File: config.mk
export PLATFORM = sky130hd
export DESIGN_NAME = valu_fifo
export DESIGN_NICKNAME = d
export VERILOG_FILES = /design/src/design/vector_angle_and_length_unit_macros.svh /design/src/design/valu_pkg.sv /design/src/design/valu_fifo.sv
export SDC_FILE = /design/constraint.sdc
export NUM_CORES = 1
export LEC_CHECK = 0
export BUFFER_PORTS_ARGS = -buffer_cell sky130_fd_sc_hd__buf_2
export CAP_MARGIN = 10
export CORE_MARGIN = 5
export CORE_UTILIZATION = 36
export DETAILED_ROUTE_END_ITERATION = 10
export SLEW_MARGIN = 25
export SYNTH_ARGS = -nofsm -noshare
export SYNTH_HDL_FRONTEND = slang
export SYNTH_SLANG_ARGS = --single-unit
export TNS_END_PERCENT = 50
File: constraint.sdc
create_clock -name clk_i -period 1.8 [get_ports clk_i]
set_input_delay 0.27 -clock clk_i [delete_from_list [all_inputs] [get_ports clk_i]]
set_output_delay 0.27 -clock clk_i [all_outputs]
set_load 0.02 [all_outputs]
File: src/design/vector_angle_and_length_unit_macros.svh
// Assertion helpers for the vector angle and length unit
`ifndef VECTOR_ANGLE_AND_LENGTH_UNIT_MACROS_SVH
`define VECTOR_ANGLE_AND_LENGTH_UNIT_MACROS_SVH

// Same-cycle implication, sampled on the rising clock edge
`define VALU_ASSERT_HOLDS(lbl, ante, cons) \
  lbl: assert property (@(posedge clk_i) disable iff (!rst_ni) (ante) |-> (cons)) \
    else $error("assertion failed");

// Next-cycle implication, sampled on the rising clock edge
`define VALU_ASSERT_NEXT(lbl, ante, cons) \
  lbl: assert property (@(posedge clk_i) disable iff (!rst_ni) (ante) |=> (cons)) \
    else $error("assertion failed");

`endif

File: src/design/valu_pkg.sv
package valu_pkg;

  localparam int GUARD = 12;
  localparam int ATAN_ENTRIES = 24;
  localparam int MUL_SPLIT = 16;
  localparam int ROUND_SHIFT = MUL_SPLIT + GUARD;
  localparam int LEN_BITS = 17;
  localparam logic [LEN_BITS-1:0] LEN_MAX = 17'd131071;
  localparam logic [31:0] INV_GAIN = 32'd2608131496;
  localparam logic [31:0] ROUND_HALF = 32'd1 << (ROUND_SHIFT - 1);
  localparam logic [31:0] TURN_ZERO = 32'h0000_0000;
  localparam logic [31:0] QUARTER_TURN = 32'h4000_0000;
  localparam logic [31:0] HALF_TURN = 32'h8000_0000;
  localparam logic [31:0] THREE_QUARTER_TURN = 32'hC000_0000;
  localparam int FIFO_PTR_BITS = 1;
  localparam int FIFO_DEPTH = 1 << FIFO_PTR_BITS;
  localparam int FIFO_CNT_BITS = FIFO_PTR_BITS + 1;

  typedef enum logic [1:0] {
    KIND_ZERO,
    KIND_VERTICAL,
    KIND_HORIZONTAL,
    KIND_GENERAL
  } item_kind_e;

  function automatic logic [31:0] atan_turn(input int idx);
    case (idx)
      0:  return 32'h20000000;
      1:  return 32'h12E4051D;
      2:  return 32'h09FB385B;
      3:  return 32'h051111D4;
      4:  return 32'h028B0D43;
      5:  return 32'h0145D7E1;
      6:  return 32'h00A2F61E;
      7:  return 32'h00517C55;
      8:  return 32'h0028BE53;
      9:  return 32'h00145F2E;
      10: return 32'h000A2F98;
      11: return 32'h000517CC;
      12: return 32'h00028BE6;
      13: return 32'h000145F3;
      14: return 32'h0000A2F9;
      15: return 32'h0000517C;
      16: return 32'h000028BE;
      17: return 32'h0000145F;
      18: return 32'h00000A2F;
      19: return 32'h00000517;
      20: return 32'h0000028B;
      21: return 32'h00000145;
      22: return 32'h000000A2;
      23: return 32'h00000051;
      default: return 32'h00000000;
    endcase
  endfunction

endpackage

File: src/design/valu_fifo.sv
module valu_fifo #(
  parameter int DW = 8
) (
  input  logic          clk_i,
  input  logic          rst_ni,
  input  logic          wr_valid_i,
  output logic          wr_ready_o,
  input  logic [DW-1:0] wr_data_i,
  output logic          rd_valid_o,
  input  logic          rd_ready_i,
  output logic [DW-1:0] rd_data_o
);

  logic [DW-1:0] mem_q [valu_pkg::FIFO_DEPTH];
  logic [valu_pkg::FIFO_PTR_BITS-1:0] wr_ptr_q, wr_ptr_d, rd_ptr_q, rd_ptr_d;
  logic [valu_pkg::FIFO_CNT_BITS-1:0] cnt_q, cnt_d;
  logic wr_en, rd_en;

  assign wr_ready_o = (cnt_q != valu_pkg::FIFO_CNT_BITS'(valu_pkg::FIFO_DEPTH));
  assign rd_valid_o = (cnt_q != '0);
  assign rd_data_o  = mem_q[rd_ptr_q];
  assign wr_en      = wr_valid_i && wr_ready_o;
  assign rd_en      = rd_valid_o && rd_ready_i;

  always_comb begin
    wr_ptr_d = wr_en ? wr_ptr_q + 1'b1 : wr_ptr_q;
    rd_ptr_d = rd_en ? rd_ptr_q + 1'b1 : rd_ptr_q;
    cnt_d    = cnt_q;
    if (wr_en && !rd_en) begin
      cnt_d = cnt_q + 1'b1;
    end else if (rd_en && !wr_en) begin
      cnt_d = cnt_q - 1'b1;
    end
  end

  always_ff @(posedge clk_i or negedge rst_ni) begin
    if (!rst_ni) begin
      wr_ptr_q <= '0;
      rd_ptr_q <= '0;
      cnt_q    <= '0;
    end else begin
      wr_ptr_q <= wr_ptr_d;
      rd_ptr_q <= rd_ptr_d;
      cnt_q    <= cnt_d;
    end
  end

  always_ff @(posedge clk_i) begin
    if (wr_en) begin
      mem_q[wr_ptr_q] <= wr_data_i;
    end
  end

endmodule

==> results list <==
- In this run the power density over the cells is roughly 1600 mW/mm2.
- GRT Util Overall: 0.0879
- Maximum number of pins on one net before global-route repair: 12
* Final total negative setup slack: 0 ns
- The total count of hold-check failures in the final report was 0.
- Setup Fix Bufs, Post-CTS: 0
* Register bit total from synthesis: 20
- From bottom edge to top edge, the die measures roughly 57 um.
- CTS built an H-tree with a depth of 1.
* Net count after synthesis: between 50 and 60
- Share of the yosys chip area belonging to registers: 0.738
- Total core area: between 0.002 and 0.0025 mm2
- Post-CTS Hold Buffers: 1
* # DRC: 0
* Setup Viol. Count Final: 0
- The final route contains 428 vias.
- The share of synthesized area in the top cell type comes to 0.610.
- Via count normalized by instance count: between 4 and 5
* Critical Path End Type: output pin
* Yosys warnings: 0
* Total iterations of the first detailed-routing run: 1
- The most critical setup path has its startpoint at rd_ptr_q$_DFFE_PN0P_.
- The total overflow left after global routing is 0.
- For the finished layout, the period the worst path requires is ~1.7 ns.
- Setup repair after global routing missed its margin: no
* Met3 Track Usage GR: 0.0115
- Post-synthesis instance area: slightly below 800 um2
- Slew HR: 0.728
* Std-Cell Rows: 17
* Peak supply drop: approximately 610 uV
- Commonest cells after routing, fill and taps aside: 21 x sky130_fd_sc_hd__buf_2, 16 x sky130_fd_sc_hd__edfxtp_1, 8 x sky130_fd_sc_hd__mux2_2, 4 x sky130_fd_sc_hd__dfrtp_1
- CTS tree: built
* Crit path required time: between 1.5 and 2 ns
- Met2 Usage GRT: 0.167
- Average detailed-routed wire length per instance: roughly 13 um
- Ranked by total cell area, the synthesized netlist is headed by sky130_fd_sc_hd__edfxtp_1 61%, sky130_fd_sc_hd__dfrtp_1 13%, sky130_fd_sc_hd__mux2_2 11%.
- Clock Skews: ~0.0071 ns
- The share of total power dissipated in combinational logic is 0.391.
* Met1 track demand over resource in global routing: 0.0778
* Global placer's final weighted congestion: ~0.63
- Fraction of layout cells with a size suffix above 1: 0.529
- The total count of max-transition violations in the final report was 0.
- Input and output buffers added on the ports amount to 21.
- The share of total power dissipated in the clock network is 0.132.
* Number of distinct library cells after synthesis: 14
- Critical hold path startpoint: wr_data_i[2]
- Period utilization: 0.944
- The critical path is of the reg -> out type.
- The filler cells instantiated in the layout total between 150 and 200.
- Cell count after placement: 93
- Post-CTS resize count: 0
- Via count of the first global-routing pass: 495
- STA puts the critical path data arrival time at approximately 1.4 ns.
* Switching power total: between 500 and 600 uW
* Worst min path class: in -> reg
* # nets final: 84
* Most Used Layer, Global Route: met2
- Transition time at the pin with the least slew margin: 0.408 ns
- The first global-routing pass estimated slightly above 2000 um of wire.
- Die boundary width: 56.8 um
* Initial antenna violation count: 0
* Die Outline Area: 0.00322 mm2
- Synthesized area divided by synthesized cell count: around 18 um2
- For this block, the initial DRC count from the detailed router was 0.
* Post-synthesis instance total: 43
- Clock Root Buffer: sky130_fd_sc_hd__clkbuf_4
- Fmax: slightly below 600 MHz
* Worst-path clk slew: 0.10 ns
- The longest clock path from root to sink contains 2 buffers.
- The initial utilization of the core area, before any placement, comes to 0.366.
* Launch point of the worst reg-to-reg path: cnt_q[0]$_DFFE_PN0P_
- Compared with the post-synthesis result, the final layout area differs by 23.7%.
- Static Leakage: 0.000398 uW
* I/O pin count: 22
- Leaving out filler cells and counting taps, the final layout contains 98.
* Remaining antenna violation count after routing: 0
- The share of total power dissipated in sequential elements is 0.477.
- Most area-hungry cell type in the Yosys netlist: sky130_fd_sc_hd__edfxtp_1
- For this design, the sink count on the clock tree is 20.
- Run status: completed
- Clock tree synthesis inserted a total of 3 buffers.
* Sw frac: 0.346
- Max-cap violations in this run came to 0.
- For the worst-skew pair, the clock arrives at the later sink with an insertion delay of between 0.2 and 0.3 ns.
- Internal power comes to roughly 1000 uW.
- Along the worst path, the maximum fanout reaches 9.
- Kind of start point of the critical path: flop
* Total wire length after detailed routing: roughly 1200 um
- 0 antenna diodes ended up in the layout.
* Most common cell after layout, fill and taps aside: sky130_fd_sc_hd__buf_2
[path summary, 6_finish.rpt]
check                           cells after the start  slack [ns]                    end
max in group asynchronous                           2        1.38   rd_ptr_q$_DFFE_PN0P_
min in group asynchronous                           2        0.31   cnt_q[1]$_DFFE_PN0P_
worst min-delay path                                1        0.16  mem_q[0][2]$_DFFE_PP_
worst min register to register                      1        0.50   wr_ptr_q$_DFFE_PN0P_
worst max register to register                      7        0.35   cnt_q[1]$_DFFE_PN0P_
worst max-delay path                                2        0.10           rd_data_o[3]
[per-stage QoR]
step | utilization | setup slack, ns | area, um2 | hold slack (ns) | total power (uW)
after floorplan | - | 0.385 | 787 | -0.0256 | 1190
final | 0.453 | 0.100 | 973 | 0.161 | 1560
after detailed placement | 0.436 | 0.355 | 937 | 0.0817 | 1380
after global placement | 0.436 | 0.409 | 937 | 0.0819 | 1370
after global routing | 0.453 | 0.0238 | 973 | 0.135 | 1660
after CTS | 0.453 | 0.0696 | 973 | 0.152 | 1590
[routing by layer]
layer	up-vias	part of all wire	routed length [um]
met5	-	0	0
met4	0	0.027	34
met3	2	0.051	63
met2	12	0.53	663
met1	205	0.39	480
li1	209	-	-
[power by group through the flow]
stage | Sequential [uW] | Clock (uW) | Combinational (uW)
after CTS | 750 | 218 | 623
after global routing | 762 | 244 | 658
final | 746 | 206 | 612
after detailed placement | 759 | 0 | 618
after global placement | 753 | 0 | 612
after floorplan | 704 | 0 | 483
[area by class of cell]
class | count | area (um2) | area share
sequential | 20 | 581 | 0.596
multi-input combinational | 21 | 198 | 0.203
timing repair buffer | 24 | 130 | 0.134
tap | 28 | 35.0 | 0.0360
clock buffer | 4 | 26.3 | 0.0270
inverter | 1 | 3.75 | 0.00386
[logic make-up (layout without fill, tap and decap cells)]
| logic type | Yosys count | after routing | synth area share |
|---|---|---|---|
| buffers and inverters | 2 | 29 | 0.0111 |
| and+or+nand+nor | 7 | 7 | 0.0652 |
| muxes | 8 | 8 | 0.114 |
| adders and majority gates | 1 | 1 | 0.0159 |
| DFF | 20 | 20 | 0.738 |
| xor gates and xnor gates | 5 | 5 | 0.0557 |
[critical path, stage by stage, from the launching register on]
cell	delay, ns
sky130_fd_sc_hd__dfrtp_1	0.60
sky130_fd_sc_hd__mux2_2	0.39
sky130_fd_sc_hd__buf_2	0.16
[cell usage after synthesis]
library cell / n
sky130_fd_sc_hd__nor2_1: 2
sky130_fd_sc_hd__nand2_1: 1
sky130_fd_sc_hd__mux2_2: 8
sky130_fd_sc_hd__ha_1: 1
sky130_fd_sc_hd__nand2_4: 1
sky130_fd_sc_hd__and3_1: 1
sky130_fd_sc_hd__nand2b_4: 1
sky130_fd_sc_hd__dfrtp_1: 4
sky130_fd_sc_hd__inv_1: 1
sky130_fd_sc_hd__xor2_1: 2
sky130_fd_sc_hd__or2_4: 1
sky130_fd_sc_hd__buf_2: 1
sky130_fd_sc_hd__xnor2_1: 3
sky130_fd_sc_hd__edfxtp_1: 16
[registers in the layout (all words and copies together) (netlist names)]
| name | count |
|---|---|
| rd_ptr_q | 1 |
| wr_ptr_q | 1 |
| cnt_q | 2 |
| mem_q | 16 |
No activity file was read; power rests on OpenSTA's default activity.
