<file path="config.mk">
export PLATFORM = sky130hd
export DESIGN_NAME = valu_front
export DESIGN_NICKNAME = d
export VERILOG_FILES = /design/src/design/vector_angle_and_length_unit_macros.svh /design/src/design/valu_pkg.sv /design/src/design/valu_front.sv
export SDC_FILE = /design/constraint.sdc
export NUM_CORES = 1
export LEC_CHECK = 0
export BUFFER_PORTS_ARGS = -buffer_cell sky130_fd_sc_hd__buf_2
export CAP_MARGIN = 20
export CORE_MARGIN = 2
export CORE_UTILIZATION = 47
export DETAILED_ROUTE_END_ITERATION = 8
export PLACE_DENSITY = 0.75
export REMOVE_ABC_BUFFERS = 1
export SYNTH_ARGS = -nofsm -noshare
export SYNTH_HDL_FRONTEND = slang
export SYNTH_SLANG_ARGS = --single-unit
</file>
<file path="constraint.sdc">
create_clock -name clk_i -period 2 [get_ports clk_i]
set_input_delay 0.2 -clock clk_i [delete_from_list [all_inputs] [get_ports clk_i]]
set_output_delay 0.2 -clock clk_i [all_outputs]
set_load 0.02 [all_outputs]
</file>
<file path="src/design/vector_angle_and_length_unit_macros.svh">
// Assertion helpers for the vector angle and length unit
`ifndef VECTOR_ANGLE_AND_LENGTH_UNIT_MACROS_SVH
`define VECTOR_ANGLE_AND_LENGTH_UNIT_MACROS_SVH

// Same-cycle implication, sampled on the rising clock edge
`define VALU_ASSERT_HOLDS(lbl, ante, cons) \
  lbl: assert property (@(posedge clk_i) disable iff (!rst_ni) (ante) |-> (cons)) \
    else $error("assertion failed");

// Next-cycle implication, sampled on the rising clock edge
`define VALU_ASSERT_NEXT(lbl, ante, cons) \
  lbl: assert property (@(posedge clk_i) disable iff (!rst_ni) (ante) |=> (cons)) \
    else $error("assertion failed");

`endif

</file>
<file path="src/design/valu_pkg.sv">
package valu_pkg;

  localparam int GUARD = 12;
  localparam int ATAN_ENTRIES = 24;
  localparam int MUL_SPLIT = 16;
  localparam int ROUND_SHIFT = MUL_SPLIT + GUARD;
  localparam int LEN_BITS = 17;
  localparam logic [LEN_BITS-1:0] LEN_MAX = 17'd131071;
  localparam logic [31:0] INV_GAIN = 32'd2608131496;
  localparam logic [31:0] ROUND_HALF = 32'd1 << (ROUND_SHIFT - 1);
  localparam logic [31:0] TURN_ZERO = 32'h0000_0000;
  localparam logic [31:0] QUARTER_TURN = 32'h4000_0000;
  localparam logic [31:0] HALF_TURN = 32'h8000_0000;
  localparam logic [31:0] THREE_QUARTER_TURN = 32'hC000_0000;
  localparam int FIFO_PTR_BITS = 1;
  localparam int FIFO_DEPTH = 1 << FIFO_PTR_BITS;
  localparam int FIFO_CNT_BITS = FIFO_PTR_BITS + 1;

  typedef enum logic [1:0] {
    KIND_ZERO,
    KIND_VERTICAL,
    KIND_HORIZONTAL,
    KIND_GENERAL
  } item_kind_e;

  function automatic logic [31:0] atan_turn(input int idx);
    case (idx)
      0:  return 32'h20000000;
      1:  return 32'h12E4051D;
      2:  return 32'h09FB385B;
      3:  return 32'h051111D4;
      4:  return 32'h028B0D43;
      5:  return 32'h0145D7E1;
      6:  return 32'h00A2F61E;
      7:  return 32'h00517C55;
      8:  return 32'h0028BE53;
      9:  return 32'h00145F2E;
      10: return 32'h000A2F98;
      11: return 32'h000517CC;
      12: return 32'h00028BE6;
      13: return 32'h000145F3;
      14: return 32'h0000A2F9;
      15: return 32'h0000517C;
      16: return 32'h000028BE;
      17: return 32'h0000145F;
      18: return 32'h00000A2F;
      19: return 32'h00000517;
      20: return 32'h0000028B;
      21: return 32'h00000145;
      22: return 32'h000000A2;
      23: return 32'h00000051;
      default: return 32'h00000000;
    endcase
  endfunction

endpackage

</file>
<file path="src/design/valu_front.sv">
module valu_front #(
  parameter int COORD_BITS = 16,
  parameter int DW = 2 * (COORD_BITS + valu_pkg::GUARD + 3) + COORD_BITS + 34
) (
  input  logic                         clk_i,
  input  logic                         rst_ni,
  input  logic                         in_valid_i,
  output logic                         in_ready_o,
  input  logic signed [COORD_BITS-1:0] start_x_i,
  input  logic signed [COORD_BITS-1:0] start_y_i,
  input  logic signed [COORD_BITS-1:0] end_x_i,
  input  logic signed [COORD_BITS-1:0] end_y_i,
  output logic                         out_valid_o,
  input  logic                         out_ready_i,
  output logic [DW-1:0]                out_item_o
);

  localparam int W = COORD_BITS + valu_pkg::GUARD + 3;

  typedef struct packed {
    logic                  bypass;
    logic [COORD_BITS:0]   mag;
    logic [31:0]           acc;
    logic signed [W-1:0]   x;
    logic signed [W-1:0]   y;
  } item_t;

  item_t item_d, item_q;
  logic fe_v_q, fe_v_d;
  logic accept;
  valu_pkg::item_kind_e kind;
  logic signed [COORD_BITS:0] dx, dy;
  logic [COORD_BITS:0] adx, ady;
  logic signed [W-1:0] xs, ys;

  assign in_ready_o  = !fe_v_q || out_ready_i;
  assign accept      = in_valid_i && in_ready_o;
  assign out_valid_o = fe_v_q;
  assign out_item_o  = item_q;

  always_comb begin
    dx  = (COORD_BITS + 1)'(end_x_i) - (COORD_BITS + 1)'(start_x_i);
    dy  = (COORD_BITS + 1)'(start_y_i) - (COORD_BITS + 1)'(end_y_i);
    adx = dx[COORD_BITS] ? -dx : dx;
    ady = dy[COORD_BITS] ? -dy : dy;
    xs  = W'(dx) <<< valu_pkg::GUARD;
    ys  = W'(dy) <<< valu_pkg::GUARD;
    if (dx == '0 && dy == '0) begin
      kind = valu_pkg::KIND_ZERO;
    end else if (dx == '0) begin
      kind = valu_pkg::KIND_VERTICAL;
    end else if (dy == '0) begin
      kind = valu_pkg::KIND_HORIZONTAL;
    end else begin
      kind = valu_pkg::KIND_GENERAL;
    end
  end

  always_comb begin
    item_d.bypass = 1'b1;
    item_d.mag    = '0;
    item_d.acc    = valu_pkg::TURN_ZERO;
    item_d.x      = xs;
    item_d.y      = ys;
    case (kind)
      valu_pkg::KIND_ZERO: begin
        item_d.bypass = 1'b1;
      end
      valu_pkg::KIND_VERTICAL: begin
        item_d.mag = ady;
        item_d.acc = dy[COORD_BITS] ? valu_pkg::THREE_QUARTER_TURN : valu_pkg::QUARTER_TURN;
      end
      valu_pkg::KIND_HORIZONTAL: begin
        item_d.mag = adx;
        item_d.acc = dx[COORD_BITS] ? valu_pkg::HALF_TURN : valu_pkg::TURN_ZERO;
      end
      valu_pkg::KIND_GENERAL: begin
        item_d.bypass = 1'b0;
        if (dx[COORD_BITS]) begin
          item_d.x   = -xs;
          item_d.y   = -ys;
          item_d.acc = valu_pkg::HALF_TURN;
        end
      end
      default: begin
        item_d.bypass = 1'b1;
      end
    endcase
  end

  always_comb begin
    fe_v_d = fe_v_q;
    if (accept) begin
      fe_v_d = 1'b1;
    end else if (out_ready_i) begin
      fe_v_d = 1'b0;
    end
  end

  always_ff @(posedge clk_i or negedge rst_ni) begin
    if (!rst_ni) begin
      fe_v_q <= 1'b0;
    end else begin
      fe_v_q <= fe_v_d;
    end
  end

  always_ff @(posedge clk_i) begin
    if (accept) begin
      item_q <= item_d;
    end
  end

endmodule

</file>
==> results <==
- The initial antenna violation count was 0.
- The H-tree depth is 3.
- Setup violations remaining at the end of the flow were counted as 56.
- The number of search-and-repair iterations in the first detailed-routing pass is 7.
- The clock skew after layout is roughly 3.3 ps.
- The placer's final routability congestion estimate is slightly above 0.9.
- The number of max-slew violations in the final report came to 0.
- The worst min-delay path class is in -> reg.
- The count of flip-flops with a built-in enable after synthesis is a little under 60.
- Ranked by total cell area, the synthesized netlist is headed by sky130_fd_sc_hd__edfxtp_1 (31%), sky130_fd_sc_hd__ha_1 (8.7%), sky130_fd_sc_hd__xnor2_1 (7.3%), sky130_fd_sc_hd__buf_4 (7.2%), sky130_fd_sc_hd__xor2_1 (4.5%).
- The count of input and output buffers is between 100 and 150.
- The area growth from synthesis to layout is 54.53%.
- The leakage power figure is approximately 4.0 nW.
- The root buffer cell chosen for the clock tree is sky130_fd_sc_hd__clkbuf_16.
- For this design the ratio of total power to cell area is 735.9 nW/um2.
- The remaining number of nets flagged by the antenna check after routing is 0.
- The number of placed I/O pins is 182.
- The cell accounting for the most synthesized area is sky130_fd_sc_hd__edfxtp_1.
- The maximum number of pins on one net before global-route repair is between 50 and 60.
- For the pin with the worst max-slew slack, the measured transition is 755.6 ps.
- Summed over all layers, the routed wires come to roughly 18 mm.
- TritonCTS built the clock tree.
- The worst hold path was traced through 2 stages.
- The via total after detailed routing is about 5900.
- The critical path startpoint category is an input port.
- The endpoint identified for the worst register-to-register timing path is out_item_o[13].
- The most used flip-flop cell after synthesis is sky130_fd_sc_hd__edfxtp_1.
- Dividing the detail-routed via count by the number of cells gives 5.426.
- The worst setup slack after layout is -1746 ps.
- Counting every instance in the synthesized netlist gives about 630.
- Of all nets on the critical path, the largest fanout is 8.
- The fraction of layout cells with a size suffix above 1 is 47.30%.
- Ranked by instance count, the synthesized netlist is headed by sky130_fd_sc_hd__nor2_1 (61), sky130_fd_sc_hd__edfxtp_1 (58), sky130_fd_sc_hd__buf_4 (54).
- In the final routed layout, each cell accounts on average for 16.95 um.
- The maximum vdd drop is a little over 0.4 mV.
- The placeable core area is 11520 um2.
- The start point of the worst min-delay path is in_valid_i.
- The part of the Yosys area used for sequential elements is 31.48%.
- The run finished, with violations left.
- The number of maximum-capacitance constraint violations is 0.
- Measured in cells, the most critical reg-to-reg path has a length of 3.
- Measured against its own limit, the worst slew margin works out to 48.33%.
- The worst setup path is captured at a flop.
- The share of synthesized area in the top cell type comes to 31.03%.
- For this run, the top clock speed supported by timing is about 270 MHz.
- For hold timing, the worst endpoint is out_valid_o.
- The wire length of the first global-routing pass is between 20 and 30 mm.
- The worst path in the final design needs a cycle of 3746 ps, including I/O delays and setup.
- Among all cell types in the netlist, the one instantiated most often is sky130_fd_sc_hd__nor2_1.
- The number of diodes added for antenna fixing is 0.
- In this run, CTS created clock tree buffers numbering 9.
- Dividing the synthesized area by the synthesized cell count gives 8.938 um2.
- Summed over all failing endpoints, the final setup total negative slack is -93130 ps.
- After global routing the overflow that remains totals 0.
- The die span in y is roughly 110 um.
- The endpoint arrival time on the critical path is 3820 ps.
- Setup repair after global routing could not meet its margin everywhere.
- The final core utilization is roughly 75%.
- The buffer depth of the longest clock path is 2.
- The TritonCTS sink count is 59.
- Before CTS, the worst setup slack after placement is -2127 ps.
- The share of the cycle needed by the critical path after routing is 187.3%.
- The post-synthesis sequential element count is 59.
- The overall die area is 12830 um2.
- The post-synthesis cell type count is just over 80.
- The sum of net half-perimeters after detailed placement is between 10 and 15 mm.
- For flop-to-flop paths, the worst setup slack is 680 ps.
- The later pin in the worst-skew pair is clocked with a latency of between 300 and 400 ps.
- Global routing used roughly a quarter of the available tracks across all layers.
- In this run the core area contains 39 standard-cell rows.
- After clock tree synthesis, the clock-pin slew on the worst setup and hold paths is around 50 ps.
- During synthesis, Yosys emitted a total of 0 warnings.
- The startpoint identified for the worst register-to-register timing path is out_valid_o.
- The required time of the critical path is around 2100 ps.
- The async set or reset register ratio after synthesis is around 1.7%.
- The type of the setup path with the least slack is in -> reg.
- The checks that failed: DRC, setup timing.
- The horizontal die dimension is 113.3 um.
- In the routed design, unresolved DRC markers number 1.
- The starting density of the core is 48.74%.
- The cell area after synthesis is roughly 5600 um2.
- The starting DRC count in detailed routing is about 490.
- The final layout net count is 1049.
- The hold violation count in the final report is 0.
- The via count of the first global-routing pass is about 5500.
==> state kept, by name, indices dropped and copies added, names as in the netlist <==
name	count
out_valid_o	1
out_item_o	58
==> worst max path at each step <==
stage | startpoint | to | cells past startpoint | slack (ps)
floorplan | start_y_i[0] | out_item_o[47] | 17 | -2120
global placement | start_y_i[0] | out_item_o[107] | 19 | -1990
detailed placement | start_y_i[0] | out_item_o[107] | 19 | -2130
CTS | end_y_i[0] | out_item_o[107] | 19 | -1570
global route | start_x_i[1] | out_item_o[107] | 19 | -1830
finish | start_x_i[1] | out_item_o[48] | 20 | -1750
==> placed cells by master, fill, tap and decap left out, types with 4 or more instances in the layout <==
master,count
sky130_fd_sc_hd__inv_1,48
sky130_fd_sc_hd__a22oi_2,4
sky130_fd_sc_hd__and2_1,6
sky130_fd_sc_hd__buf_6,18
sky130_fd_sc_hd__nand2_1,22
sky130_fd_sc_hd__xnor2_1,39
sky130_fd_sc_hd__a22oi_1,6
sky130_fd_sc_hd__edfxtp_1,58
sky130_fd_sc_hd__buf_2,125
sky130_fd_sc_hd__conb_1,54
sky130_fd_sc_hd__clkbuf_16,9
sky130_fd_sc_hd__o21ai_0,6
sky130_fd_sc_hd__o21ai_1,4
sky130_fd_sc_hd__nor2b_1,5
sky130_fd_sc_hd__a21oi_2,4
sky130_fd_sc_hd__o21ai_2,4
sky130_fd_sc_hd__nand2b_1,4
sky130_fd_sc_hd__nor2_4,11
sky130_fd_sc_hd__o211ai_1,5
sky130_fd_sc_hd__buf_4,169
sky130_fd_sc_hd__o22ai_1,4
sky130_fd_sc_hd__buf_12,4
sky130_fd_sc_hd__xor2_1,27
sky130_fd_sc_hd__a21oi_1,32
sky130_fd_sc_hd__xnor2_2,8
sky130_fd_sc_hd__nor3_1,9
sky130_fd_sc_hd__nor2_1,43
sky130_fd_sc_hd__and3_1,5
sky130_fd_sc_hd__ha_1,30
sky130_fd_sc_hd__or3_1,5
sky130_fd_sc_hd__nor2_2,8
sky130_fd_sc_hd__a21o_1,8
sky130_fd_sc_hd__ha_4,6
sky130_fd_sc_hd__nand2_4,14
sky130_fd_sc_hd__nand4_1,8
sky130_fd_sc_hd__a31oi_1,5
sky130_fd_sc_hd__nand3_1,19
==> critical path, cell delays in order <==
cell and delay [ps]:
sky130_fd_sc_hd__buf_2 110, sky130_fd_sc_hd__inv_2 60, sky130_fd_sc_hd__ha_4 200, sky130_fd_sc_hd__nor2b_4 120
sky130_fd_sc_hd__o2111a_1 280, sky130_fd_sc_hd__buf_6 130, sky130_fd_sc_hd__buf_4 120, sky130_fd_sc_hd__o21ai_1 270
sky130_fd_sc_hd__nand2_1 150, sky130_fd_sc_hd__xor2_1 190, sky130_fd_sc_hd__nor3_1 350, sky130_fd_sc_hd__nand4_1 200
sky130_fd_sc_hd__or3_4 430, sky130_fd_sc_hd__or2_4 310, sky130_fd_sc_hd__ha_4 210, sky130_fd_sc_hd__inv_4 70
sky130_fd_sc_hd__nor2_4 70, sky130_fd_sc_hd__buf_12 170, sky130_fd_sc_hd__nand2_4 70, sky130_fd_sc_hd__xnor2_2 80
==> timing repair <==
action / CTS / global route
hold buffers: 1 / 0
buffers inserted: 7 / 9
gates resized for setup: 84 / 77
pin swaps: 27 / 31
hold endpoints to repair: 1 / 0
cloned: 2 / 0
setup endpoints to repair: 56 / 56
==> power by group <==
group / internal [mW] / switching [mW] / total [mW]
registers: 1.57 / 0.0500 / 1.62
logic: 1.35 / 1.65 / 3.00
clock network: 1.21 / 0.558 / 1.77
total: 4.13 / 2.26 / 6.38
==> per-layer routing <==
metal / wire, um / GRT usage [%] / up-vias
li1: - / - / 2740
met4: 589 / 8.130 / 0
met5: 0 / 0 / -
met1: 7034 / 30.53 / 2793
met3: 1306 / 4.392 / 54
met2: 9510 / 47.15 / 316
==> through the flow <==
step / cell area, um2 / total power [mW] / hold slack (ps) / cells
2_1_floorplan: 5339 / 3.128 / -95.59 / 610
3_3_place_gp: 7498 / 4.105 / -24.72 / 1054
3_5_place_dp: 7498 / 4.178 / -21.66 / 1054
4_1_cts: 8255 / 6.094 / 67.66 / 1080
5_1_grt: 8673 / 6.634 / 90.42 / 1088
6_report: 8673 / 6.383 / 66.04 / 1088
==> layout make-up <==
class	instances	area (um2)
Multi-Input combinational cell	498	3959
Fill cell	751	2843
Timing Repair Buffer	319	2230
Sequential cell	59	1767
Clock buffer	10	229.0
Inverter	53	206.4
Tap cell	143	178.9
Clock inverter	6	103.9
==> cells by family (layout without fill, tap and decap cells) <==
group	Yosys count	count (layout)	share of synthesized area, %
AO/OA/AOI/OAI	126	126	15.94
adder cells (fa/ha/maj)	41	41	9.407
other	1	54	0.06681
buffers and inverters	124	388	11.97
flip-flops	59	59	31.48
multiplexers	2	2	0.3789
AND/OR/NAND/NOR	198	198	18.41
XOR/XNOR	77	77	12.35
(Power assumes the default switching activity.)
